$ cat config.mk
export PLATFORM = sky130hd
export DESIGN_NAME = btex_queue
export DESIGN_NICKNAME = d
export VERILOG_FILES = /design/src/hw/rtl/btex_pkg.sv /design/src/hw/rtl/btex_queue.sv
export SDC_FILE = /design/constraint.sdc
export NUM_CORES = 1
export LEC_CHECK = 0
export BUFFER_PORTS_ARGS = -buffer_cell sky130_fd_sc_hd__buf_2
export CAP_MARGIN = 20
export CORE_AREA = 2 2 245 247
export DETAILED_ROUTE_END_ITERATION = 8
export DIE_AREA = 0 0 247 249
export HOLD_SLACK_MARGIN = 0.06
export MAX_ROUTING_LAYER = met4
export PLACE_DENSITY_LB_ADDON = 0.2
export SYNTH_ARGS = -nofsm -noshare
export SYNTH_HDL_FRONTEND = slang
export SYNTH_SLANG_ARGS = --single-unit
$ cat constraint.sdc
create_clock -name clk -period 4.6 [get_ports clk]
set_input_delay 0 -clock clk [delete_from_list [all_inputs] [get_ports clk]]
set_output_delay 0 -clock clk [all_outputs]
set_load 0.05 [all_outputs]
$ cat src/hw/rtl/btex_pkg.sv
// Bilinear texture sampler package: sizes, codes, command and config types.
// No dependencies; imported by every module of the sampler.
package btex_pkg;

  localparam int STORE_TEXELS     = 65536;
  localparam int WEIGHT_FRAC_BITS = 8;

  localparam int STORE_AW  = $clog2(STORE_TEXELS);
  localparam int IDX_W     = 16;
  localparam int ADDR_W    = 16;   // (255 * 256 + 255) fits
  localparam int COORD_W   = 17;
  localparam int SIZE_W    = 9;
  localparam int CELL_W    = 8;
  localparam int POS_W     = 26;   // Q1.16 times 256, plus one half
  localparam int CHAN_W    = 16;
  localparam int BYTE_W    = 8;
  localparam int WORD_W    = 32;
  localparam int RES_W     = 24;
  localparam int WT_W      = 2 * WEIGHT_FRAC_BITS + 1;
  localparam int ACC_W     = 2 * WEIGHT_FRAC_BITS + 18;
  localparam int OUT_SHIFT = 2 * WEIGHT_FRAC_BITS - 8;
  localparam int QDEPTH    = 4;
  localparam int QPTR_W    = $clog2(QDEPTH);

  localparam logic ACT_WRITE  = 1'b0;
  localparam logic ACT_SAMPLE = 1'b1;

  localparam logic [1:0] REG_FORMAT = 2'd0;
  localparam logic [1:0] REG_WIDTH  = 2'd1;
  localparam logic [1:0] REG_HEIGHT = 2'd2;

  typedef enum logic [1:0] {
    FMT_GREY8  = 2'd0,
    FMT_GREY16 = 2'd1,
    FMT_RGB    = 2'd2,
    FMT_RGBA   = 2'd3
  } fmt_t;

  typedef enum logic [1:0] {
    BK_IDLE,
    BK_READ,
    BK_FIN
  } back_state_t;

  typedef struct packed {
    fmt_t              fmt;
    logic [SIZE_W-1:0] width;
    logic [SIZE_W-1:0] height;
  } cfg_t;

  // One queued command: a store write or a fully resolved sample.
  typedef struct packed {
    logic                       act;
    logic [IDX_W-1:0]           idx;
    logic [WORD_W-1:0]          word;
    logic [ADDR_W-1:0]          row0;
    logic [ADDR_W-1:0]          row1;
    logic [CELL_W-1:0]          x0;
    logic [CELL_W-1:0]          x1;
    logic [3:0][WT_W-1:0]       wt;    // bit 0 of the slot picks row1, bit 1 picks x1
  } cmd_t;

  function automatic logic [SIZE_W-1:0] clamp_size(input logic [SIZE_W-1:0] s);
    logic [SIZE_W-1:0] r;
    r = s;
    if (s == '0) r = SIZE_W'(1);
    else if (s > SIZE_W'(256)) r = SIZE_W'(256);
    return r;
  endfunction

endpackage

$ cat src/hw/rtl/btex_queue.sv
// Short command queue between front and back end.
// Depends on btex_pkg (cmd_t, QDEPTH).
module btex_queue
  import btex_pkg::*;
(
  input  logic clk,
  input  logic rst_n,
  input  logic push_valid,
  output logic push_ready,
  input  cmd_t push_cmd,
  output logic pop_valid,
  input  logic pop_ready,
  output cmd_t pop_cmd
);

  cmd_t              slot_r [QDEPTH];
  logic [QPTR_W-1:0] wr_ptr_r, wr_ptr_nxt;
  logic [QPTR_W-1:0] rd_ptr_r, rd_ptr_nxt;
  logic [QPTR_W:0]   count_r, count_nxt;
  logic              do_push, do_pop;

  assign push_ready = (count_r != (QPTR_W+1)'(QDEPTH));
  assign pop_valid  = (count_r != '0);
  assign do_push    = push_valid && push_ready;
  assign do_pop     = pop_valid && pop_ready;
  assign pop_cmd    = slot_r[rd_ptr_r];

  always_comb begin
    wr_ptr_nxt = do_push ? wr_ptr_r + QPTR_W'(1) : wr_ptr_r;
    rd_ptr_nxt = do_pop  ? rd_ptr_r + QPTR_W'(1) : rd_ptr_r;
    count_nxt  = count_r;
    if (do_push && !do_pop) count_nxt = count_r + (QPTR_W+1)'(1);
    else if (do_pop && !do_push) count_nxt = count_r - (QPTR_W+1)'(1);
  end

  always_ff @(posedge clk) begin
    if (!rst_n) begin
      wr_ptr_r <= '0;
      rd_ptr_r <= '0;
      count_r  <= '0;
    end else begin
      wr_ptr_r <= wr_ptr_nxt;
      rd_ptr_r <= rd_ptr_nxt;
      count_r  <= count_nxt;
    end
  end

  always_ff @(posedge clk) begin
    if (do_push) slot_r[wr_ptr_r] <= push_cmd;
  end

endmodule

==> results.json <==
{
  "synth_area_per_cell_um2": 26.84,
  "wl_per_cell_um": 21.54,
  "synth_nets": 1085,
  "cp_num_cells": 3,
  "antenna_left": 0,
  "final_area_um2": 30890,
  "vias_per_cell": 5.017,
  "crit_chain": "buf_4, mux4_2, buf_2",
  "multi_input_area_um2": 4005,
  "drc": 0,
  "crit_required_ns": 4.60,
  "seq_area_frac_synth_pct": 81.88,
  "path_delay_family": "flip-flops",
  "crit_slowest_cell": "dfxtp_4",
  "finClkSkew_ns": 0.01989,
  "switching_power_mw": 6.572,
  "fin_cells": 2297,
  "dp_hpwl_mm": 29.26,
  "reg2regPathDepth": 4,
  "leakage_nw": 10.38,
  "min_period_ns": 2.912,
  "die_area_um2": 61500,
  "final_cell_mix": "660 x edfxtp_1, 335 x buf_2, 168 x dlygate4sd3_1",
  "ir_drop_v": 0.0004264,
  "max_freq_mhz": 343.4,
  "cts-root-buf": "clkbuf_16",
  "grt_first_pass_wirelength_mm": 75.07,
  "ios": 336,
  "floorplan.initialDensity_pct": 41.62,
  "p_int_mw": 12.43,
  "power_density_nw_per_um2": 615.4,
  "fin_ws_ns": 1.688,
  "gp_congestion": 0.7262,
  "clkLatencyLatePin_ns": 0.60,
  "synth.cell_area_um2": 24430,
  "critPathKind": "reg -> out",
  "area_delta_synth_final_pct": 26.46,
  "final_net_count": 1645,
  "rrSetupSlack_ns": 2.07,
  "dp.cells": 2003,
  "synth_area_leader_cell": "edfxtp_1",
  "whs_ns": 0.1523,
  "clock_sinks": 669,
  "pwr-share-comb_pct": 31.0,
  "cts_resized": 0,
  "max_cap_violations": 0,
  "crit_buf_inv": 2,
  "fill_cells": 4580,
  "setup_violations": 0,
  "hold_viol_final": 0,
  "die_width_um": 247,
  "reg2reg_from": "count_r[0]$_SDFFE_PN0P_",
  "regArea_um2": 20010,
  "critPathMaxFanout": 41,
  "synth_seq_cells": 669,
  "vias": 11520,
  "rows": 89,
  "post_cts_buffers": 0,
  "drive_gt1_share_pct": 41.29,
  "pre_cts_slack_ns": 1.995,
  "dr.pass1.iters": 4,
  "arrival_ns": 2.91,
  "core_um2": 58690,
  "grt-ovfl-total": 0,
  "clockBufferDepth": 3,
  "grt_pass1_vias": 12390,
  "startpoint_type": "register",
  "ys.warnings.count": 0,
  "fin_setup_tns_ns": 0,
  "worstReg2RegEnd": "slot_r[3][108]$_DFFE_PP_",
  "outcome": "finished, final reports clean",
  "power_frac_clock_pct": 28.6,
  "cts_hold_buf": 168,
  "worstMarginPinSlew_ns": 1.048,
  "antenna_found_initial": 3,
  "seq_power_share_pct": 40.4,
  "tritoncts": "yes",
  "final_common_cell": "edfxtp_1",
  "grt_max_degree": 74,
  "hold_path_class": "in -> reg",
  "track_usage_pct": 16.78,
  "cp-endpoint": "pop_cmd[155]",
  "cts_buffers": 70,
  "setup.worst_path.end_class": "output pin",
  "slew_violations": 0,
  "netlist.area_leader.share_pct": 81.14,
  "dpl_cell_area_um2": 26990,
  "synth_cell_types": 25,
  "fin_crit_sh_pct": 63.31,
  "port-buffer-count": 335,
  "routed_wl_mm": 49.47,
  "rsz0062_at_grt": "false",
  "die_h_um": 249,
  "first_iter_violations": 684,
  "netlist_instances": 910,
  "clkSlewWorstSetupHoldPaths_ns": 0.06,
  "crit_path_max_incr_delay_ns": 0.96,
  "relSlewSlack_pct": 30.11,
  "swShare_pct": 34.58,
  "h-tree-depth": 3,
  "yosys-top-cells-area": "edfxtp_1 81%, mux4_2 15%, buf_12 0.90%, dfxtp_1 0.74%, buf_8 0.37%"
}
[area by class of cell]
class / count / area share [%]
Inverter: 3 / 0.03646
Multi-Input combinational cell: 200 / 12.97
Clock inverter: 37 / 1.086
Sequential cell: 669 / 64.77
Tap cell: 773 / 3.131
Antenna cell: 3 / 0.02430
Timing Repair Buffer: 526 / 11.92
Clock buffer: 86 / 6.068
[metrics by stage]
stage / utilization [%] / total power, mW
4_1_cts: 52.62 / 19.31
3_5_place_dp: 45.99 / 13.72
6_report: 52.63 / 19.01
3_3_place_gp: 45.99 / 13.69
2_1_floorplan: - / 12.45
5_1_grt: 52.63 / 19.77
[power by group through the flow]
| stage | sequential (mW) | combinational, mW | clock (mW) |
|---|---|---|---|
| global route | 7.75 | 6.20 | 5.82 |
| finish | 7.68 | 5.90 | 5.43 |
| CTS | 7.70 | 6.02 | 5.59 |
| detailed placement | 7.83 | 5.89 | 0 |
| global placement | 7.80 | 5.89 | 0 |
| floorplan | 7.66 | 4.79 | 0 |
[Yosys cell counts (all sizes together)]
cell type    n
inv          3
fa           1
or3          2
o311ai       1
nor2         1
xnor2        3
ha           5
nor2b        1
nand2        5
mux2i        3
mux4       165
o21ai        1
edfxtp     660
and2         8
o31ai        1
dfxtp        9
clkbuf       3
xor2         1
a21boi       2
buf         35
[cell families (layout without fill, tap and decap cells)]
kind of cell / count (synthesis) / after routing / synth area share (%)
multiplexers: 168 / 168 / 15.34
AND/OR/NAND/NOR: 17 / 17 / 0.3739
XOR/XNOR: 4 / 4 / 0.1435
buffers and inverters: 41 / 652 / 1.767
other: 0 / 3 / 0
AO/OA/AOI/OAI: 5 / 5 / 0.1639
flip-flops: 669 / 669 / 81.88
adder cells (fa/ha/maj): 6 / 6 / 0.3381
[worst register-to-register path, delay by kind of cell, from the launching register on]
kind                   cells  cell delay (ns)
buffers and inverters      1             0.49
DFF                        1             0.44
AOI/OAI and AO/OA          1             0.33
and+or+nand+nor            2             0.91
[worst min-delay path by stage]
stage	from	endpoint	slack [ns]	depth (start not counted)
after global placement	push_cmd[59]	slot_r[0][59]$_DFFE_PP_	0.21	1
after floorplan	push_cmd[0]	slot_r[0][0]$_DFFE_PP_	0.1	0
after global routing	push_cmd[73]	slot_r[2][73]$_DFFE_PP_	0.14	2
after CTS	push_cmd[73]	slot_r[2][73]$_DFFE_PP_	0.11	2
final	push_cmd[0]	slot_r[2][0]$_DFFE_PP_	0.15	2
after detailed placement	push_cmd[31]	slot_r[3][31]$_DFFE_PP_	0.22	1
[registers in the layout, indices dropped and copies added (netlist names), named ones only]
signal,cells
rd_ptr_r,2
wr_ptr_r,2
count_r,3
slot_r,660
[per-layer routing]
metal,routed length (um),up-vias,part of all wire [%],GRT usage [%]
met1,21060,6054,43,22.40
li1,-,5079,-,-
met3,3077,73,6.2,3.857
met4,960,0,1.9,5.353
met2,24380,318,49,25.72
met5,0,-,0,-
Power figures use the tool's default switching activity.
