[src/hw/rtl/btex_pkg.sv]
// Bilinear texture sampler package: sizes, codes, command and config types.
// No dependencies; imported by every module of the sampler.
package btex_pkg;

  localparam int STORE_TEXELS     = 65536;
  localparam int WEIGHT_FRAC_BITS = 8;

  localparam int STORE_AW  = $clog2(STORE_TEXELS);
  localparam int IDX_W     = 16;
  localparam int ADDR_W    = 16;   // (255 * 256 + 255) fits
  localparam int COORD_W   = 17;
  localparam int SIZE_W    = 9;
  localparam int CELL_W    = 8;
  localparam int POS_W     = 26;   // Q1.16 times 256, plus one half
  localparam int CHAN_W    = 16;
  localparam int BYTE_W    = 8;
  localparam int WORD_W    = 32;
  localparam int RES_W     = 24;
  localparam int WT_W      = 2 * WEIGHT_FRAC_BITS + 1;
  localparam int ACC_W     = 2 * WEIGHT_FRAC_BITS + 18;
  localparam int OUT_SHIFT = 2 * WEIGHT_FRAC_BITS - 8;
  localparam int QDEPTH    = 4;
  localparam int QPTR_W    = $clog2(QDEPTH);

  localparam logic ACT_WRITE  = 1'b0;
  localparam logic ACT_SAMPLE = 1'b1;

  localparam logic [1:0] REG_FORMAT = 2'd0;
  localparam logic [1:0] REG_WIDTH  = 2'd1;
  localparam logic [1:0] REG_HEIGHT = 2'd2;

  typedef enum logic [1:0] {
    FMT_GREY8  = 2'd0,
    FMT_GREY16 = 2'd1,
    FMT_RGB    = 2'd2,
    FMT_RGBA   = 2'd3
  } fmt_t;

  typedef enum logic [1:0] {
    BK_IDLE,
    BK_READ,
    BK_FIN
  } back_state_t;

  typedef struct packed {
    fmt_t              fmt;
    logic [SIZE_W-1:0] width;
    logic [SIZE_W-1:0] height;
  } cfg_t;

  // One queued command: a store write or a fully resolved sample.
  typedef struct packed {
    logic                       act;
    logic [IDX_W-1:0]           idx;
    logic [WORD_W-1:0]          word;
    logic [ADDR_W-1:0]          row0;
    logic [ADDR_W-1:0]          row1;
    logic [CELL_W-1:0]          x0;
    logic [CELL_W-1:0]          x1;
    logic [3:0][WT_W-1:0]       wt;    // bit 0 of the slot picks row1, bit 1 picks x1
  } cmd_t;

  function automatic logic [SIZE_W-1:0] clamp_size(input logic [SIZE_W-1:0] s);
    logic [SIZE_W-1:0] r;
    r = s;
    if (s == '0) r = SIZE_W'(1);
    else if (s > SIZE_W'(256)) r = SIZE_W'(256);
    return r;
  endfunction

endpackage

[src/hw/rtl/btex_front.sv]
// Front end: takes input items, scales coordinates, resolves cells, rows and weights.
// Depends on btex_pkg.
module btex_front
  import btex_pkg::*;
(
  input  logic               clk,
  input  logic               rst_n,
  input  cfg_t               cfg,
  input  logic               in_valid,
  output logic               in_ready,
  input  logic               in_act,
  input  logic [IDX_W-1:0]   in_idx,
  input  logic [CHAN_W-1:0]  in_chan0,
  input  logic [BYTE_W-1:0]  in_chan1,
  input  logic [BYTE_W-1:0]  in_chan2,
  input  logic [COORD_W-1:0] in_u,
  input  logic [COORD_W-1:0] in_v,
  output logic               q_valid,
  input  logic               q_ready,
  output cmd_t               q_cmd
);

  localparam int F    = WEIGHT_FRAC_BITS;
  localparam int HALF = 32768;

  logic              s1_v_r, s1_v_nxt;
  logic              s1_act_r;
  logic [IDX_W-1:0]  s1_idx_r;
  logic [WORD_W-1:0] s1_word_r;
  logic [POS_W-1:0]  s1_pu_r, s1_pv_r;

  logic s2_v_r, s2_v_nxt;
  cmd_t s2_cmd_r, s2_cmd_nxt;

  logic s1_en, s2_en;
  logic [SIZE_W-1:0] w_eff, h_eff;
  logic [POS_W-1:0]  pu_c, pv_c;

  logic [SIZE_W:0]   cu, cv;            // cell + 1
  logic [CELL_W-1:0] wlim, hlim;
  logic [CELL_W-1:0] x0, x1, y0, y1;
  logic [F-1:0]      a, b;
  logic [F:0]        wa0, wb0;

  assign w_eff = clamp_size(cfg.width);
  assign h_eff = clamp_size(cfg.height);

  assign s2_en    = !s2_v_r || q_ready;
  assign s1_en    = !s1_v_r || s2_en;
  assign in_ready = s1_en;

  assign pu_c = POS_W'(in_u) * POS_W'(w_eff) + POS_W'(HALF);
  assign pv_c = POS_W'(in_v) * POS_W'(h_eff) + POS_W'(HALF);

  always_comb begin
    s1_v_nxt = s1_v_r;
    if (s1_en) s1_v_nxt = in_valid;
    else if (s2_en) s1_v_nxt = 1'b0;
  end

  always_ff @(posedge clk) begin
    if (!rst_n) begin
      s1_v_r <= 1'b0;
    end else begin
      s1_v_r <= s1_v_nxt;
    end
  end

  always_ff @(posedge clk) begin
    if (s1_en && in_valid) begin
      s1_act_r  <= in_act;
      s1_idx_r  <= in_idx;
      s1_word_r <= {in_chan2, in_chan1, in_chan0};
      s1_pu_r   <= pu_c;
      s1_pv_r   <= pv_c;
    end
  end

  // Stage 2: floor, clamp to edge, row bases and the four weight products.
  always_comb begin
    cu   = s1_pu_r[POS_W-1:16];
    cv   = s1_pv_r[POS_W-1:16];
    wlim = CELL_W'(w_eff - SIZE_W'(1));
    hlim = CELL_W'(h_eff - SIZE_W'(1));

    if (cu == '0) x0 = '0;
    else if ((cu - (SIZE_W+1)'(1)) > (SIZE_W+1)'(wlim)) x0 = wlim;
    else x0 = CELL_W'(cu - (SIZE_W+1)'(1));
    if (cu > (SIZE_W+1)'(wlim)) x1 = wlim;
    else x1 = CELL_W'(cu);

    if (cv == '0) y0 = '0;
    else if ((cv - (SIZE_W+1)'(1)) > (SIZE_W+1)'(hlim)) y0 = hlim;
    else y0 = CELL_W'(cv - (SIZE_W+1)'(1));
    if (cv > (SIZE_W+1)'(hlim)) y1 = hlim;
    else y1 = CELL_W'(cv);

    a   = s1_pu_r[15 -: F];
    b   = s1_pv_r[15 -: F];
    wa0 = (F+1)'(1 << F) - (F+1)'(a);
    wb0 = (F+1)'(1 << F) - (F+1)'(b);

    s2_cmd_nxt.act   = s1_act_r;
    s2_cmd_nxt.idx   = s1_idx_r;
    s2_cmd_nxt.word  = s1_word_r;
    s2_cmd_nxt.row0  = ADDR_W'(ADDR_W'(y0) * ADDR_W'(w_eff));
    s2_cmd_nxt.row1  = ADDR_W'(ADDR_W'(y1) * ADDR_W'(w_eff));
    s2_cmd_nxt.x0    = x0;
    s2_cmd_nxt.x1    = x1;
    s2_cmd_nxt.wt[0] = WT_W'(wa0) * WT_W'(wb0);
    s2_cmd_nxt.wt[1] = WT_W'(wa0) * WT_W'(b);
    s2_cmd_nxt.wt[2] = WT_W'(a) * WT_W'(wb0);
    s2_cmd_nxt.wt[3] = WT_W'(a) * WT_W'(b);

    s2_v_nxt = s2_v_r;
    if (s2_en) s2_v_nxt = s1_v_r;
  end

  always_ff @(posedge clk) begin
    if (!rst_n) begin
      s2_v_r <= 1'b0;
    end else begin
      s2_v_r <= s2_v_nxt;
    end
  end

  always_ff @(posedge clk) begin
    if (s2_en && s1_v_r) begin
      s2_cmd_r <= s2_cmd_nxt;
    end
  end

  assign q_valid = s2_v_r;
  assign q_cmd   = s2_cmd_r;

endmodule

[config.mk]
export PLATFORM = sky130hd
export DESIGN_NAME = btex_front
export DESIGN_NICKNAME = d
export VERILOG_FILES = /design/src/hw/rtl/btex_pkg.sv /design/src/hw/rtl/btex_front.sv
export SDC_FILE = /design/constraint.sdc
export NUM_CORES = 2
export LEC_CHECK = 0
export BUFFER_PORTS_ARGS = -buffer_cell sky130_fd_sc_hd__buf_2
export CORE_MARGIN = 2
export CORE_UTILIZATION = 55
export CTS_CLUSTER_SIZE = 20
export DETAILED_ROUTE_END_ITERATION = 10
export PLACE_DENSITY = 0.84
export SLEW_MARGIN = 20
export SYNTH_ARGS = -nofsm -noshare
export SYNTH_HDL_FRONTEND = slang
export SYNTH_SLANG_ARGS = --single-unit
export TNS_END_PERCENT = 20
[constraint.sdc]
create_clock -name clk -period 25.8 [get_ports clk]
set_input_delay 2.58 -clock clk [delete_from_list [all_inputs] [get_ports clk]]
set_output_delay 2.58 -clock clk [all_outputs]
set_load 0.1 [all_outputs]
==> flow_metrics.tcl <==
set metrics [dict create \
    port_buffers 270 \
    cp_top_family "compound AO/OA/AOI/OAI gates" \
    critPathCaptureType "flip-flop" \
    synth_nets 4258 \
    yosysSeqAreaShare_pct 23.0 \
    critical_path_class "in -> reg" \
    start_util_pct 55.8 \
    antenna_found_initial 3 \
    max-slew-margin-rel_pct 33.7 \
    dp_hpwl_mm 57.3 \
    synth_top_area_share_pct 28.6 \
    vias 23300 \
    required_ps 26110 \
    final.setup.tns_ps 0 \
    syn_area_per_cell_um2 9.75 \
    cts.sinks 248 \
    grt_max_degree 139 \
    firstDrtPassIters 6 \
    cts_root_buf "clkbuf_16" \
    drv_cap 0 \
    clk_path_buf_depth 3 \
    report.final.slew_viol_count 0 \
    cts_resized 0 \
    drt_drc_violations_left 0 \
    htree_levels 1 \
    arrival_ps 10850 \
    min-delay-start "s1_idx_r[5]$_DFFE_PP_" \
    yosysWarnings 0 \
    holdPathEnd "q_cmd[153]$_DFFE_PP_" \
    coreArea_um2 57900 \
    synth-edff-count 246 \
    n_antenna_cell 0 \
    fin_skew_ps 19.8 \
    fmax_mhz 94.9 \
    critPathSlowestCell "a21o_1" \
    synth_common_cells "699 x inv_1, 461 x fa_1, 442 x nand2_1" \
    gp_congestion 0.916 \
    finalHoldViolCount 0 \
    drt-initial-drc-count 1481 \
    worst-path-stages 31 \
    die_x_um 246 \
    reg2reg_to "q_cmd[114]$_DFFE_PP_" \
    min_path_cells 0 \
    syn_inst 3314 \
    critical_path.startpoint_type "input pin" \
    period_share_pct 40.8 \
    die_area_um2 60700 \
    tritoncts "done" \
    grt_usage_pct 24.3 \
    drive_gt1_share_pct 11.3 \
    clock_latency_ps 580 \
    grt_pass1_vias 24300 \
    wirelength_mm 72.2 \
    cts-hold-fix-buffers 0 \
    outcome "completed" \
    num_rows 88 \
    nets 4468 \
    yosysTopAreaCell "fa_1" \
    rsz0062_at_grt "no" \
    crit_start "cfg[2]" \
    reg2reg_from "s1_pv_r[16]$_DFFE_PP_" \
    setup_viol 0 \
    critical_path_buf_inv_count 6 \
    via_per_inst 5.41 \
    worstPathMaxFanout 17 \
    worstMarginPinSlew_ps 994 \
    post_drt_wl_per_cell_um 16.7 \
    async_flop_share_pct 0 \
    reg2reg_slack_ps 18540 \
    grt-ovfl-total 0 \
    synth.distinct_cells 67 \
    max_stage_delay_ps 600 \
    cts_buffers 28 \
    clk_pin_slew_ps 60 \
    synth_ff_type "edfxtp_1" \
    synth_area_leaders "fa_1 29%, edfxtp_1 23%, ha_1 15%, inv_1 8.1%, nand2_1 5.1%" \
    grt_pass1_wl_mm 118 \
    ys_ff_latch 248 \
    synthMostInstantiatedCell "inv_1" \
    io_pins 274 \
    rr_worst_depth 25 \
    post_cts_buffers 0 \
    die_h_um 246 \
    netlist_area_um2 32300 \
    drtAntennaViolNets 0 \
    areaGrowthSynthToFinish_pct 9.64 \
    period_minus_slack_ps 10530 \
    min_path_type "reg -> reg" \
]
[worst reg2reg max path, stage by stage (launching register included)]
cell and delay (ps):
edfxtp_1 500, inv_1 180, ha_1 330, inv_1 90, or3_1 390, xnor2_1 210, ha_1 280, a21oi_1 120
o221ai_1 120, a21oi_1 170, o22ai_1 120, a21oi_4 340, mux2_2 480, and3_1 230, fa_1 380, fa_1 490
inv_1 50, fa_1 520, fa_1 520, inv_1 50, ha_1 290, a21boi_0 250, nor3_1 110, o31ai_1 450
o211ai_1 190, xnor2_1 160
[cells in the final DEF, fill, tap and decap left out, drive strengths merged, types with 37 or more instances in the layout]
cell type	instances
inv	700
fa	461
xnor2	110
a21oi	66
nor3	37
edfxtp	246
nor2	168
buf	302
nor2b	40
nand2	442
and2	199
ha	376
[per-stage QoR]
stage	instance area [um^2]	instances	util (%)	hold WS, ps	setup WS (ps)
3_5_place_dp	34400	4259	59.4	405	14790
4_1_cts	35400	4311	61.2	415	15380
2_1_floorplan	32300	3314	-	400	15330
5_1_grt	35400	4311	61.2	427	14730
6_report	35400	4311	61.2	415	15270
3_3_place_gp	34400	4259	59.4	400	14910
[cell families after synthesis]
kind of cell / after synthesis / share of synthesized area (%)
other cells: 1 / 0.0116
mux: 30 / 0.987
simple gates: 1008 / 14.7
compound gates: 223 / 4.66
buf+inv: 822 / 9.60
fa+ha+maj: 837 / 43.1
xor+xnor: 145 / 3.93
flops: 248 / 23.0
[metal layers]
layer / wire, um / up-vias / global-route usage (%) / part of all wire [%]
met5: 25 / - / 0 / 0.035
met4: 2690 / 4 / 8.77 / 3.7
met3: 4870 / 155 / 3.91 / 6.7
met2: 36700 / 852 / 43.7 / 51
met1: 28000 / 11600 / 29.4 / 39
li1: - / 10700 / - / -
[registers in the layout, summed over array words and instances, names as in the netlist]
signal     flops
s1_idx_r      16
q_valid        1
s1_word_r     32
s1_v_r         1
s1_pu_r       18
q_cmd        161
s1_act_r       1
s1_pv_r       18
[how the worst max path moves through the flow]
| stage | slack (ps) | to |
|---|---|---|
| after floorplan | 15330 | q_cmd[0]$_DFFE_PP_ |
| after global placement | 14910 | q_cmd[99]$_DFFE_PP_ |
| after detailed placement | 14790 | q_cmd[99]$_DFFE_PP_ |
| after CTS | 15380 | q_cmd[99]$_DFFE_PP_ |
| after global routing | 14730 | q_cmd[99]$_DFFE_PP_ |
| final | 15270 | q_cmd[99]$_DFFE_PP_ |
[layout make-up]
cell class / count / area [um^2]
clock buffers: 35 / 768
well taps: 765 / 957
fillers: 4761 / 22500
multi-input cells: 2244 / 21800
clock inverters: 17 / 224
repair buffers: 302 / 1600
inverters: 700 / 2630
flip-flops and latches: 248 / 7430
Power is left out: the tool's default activity adds up to more than one toggle a clock period on the data nets, which glitch-free logic cannot reach.
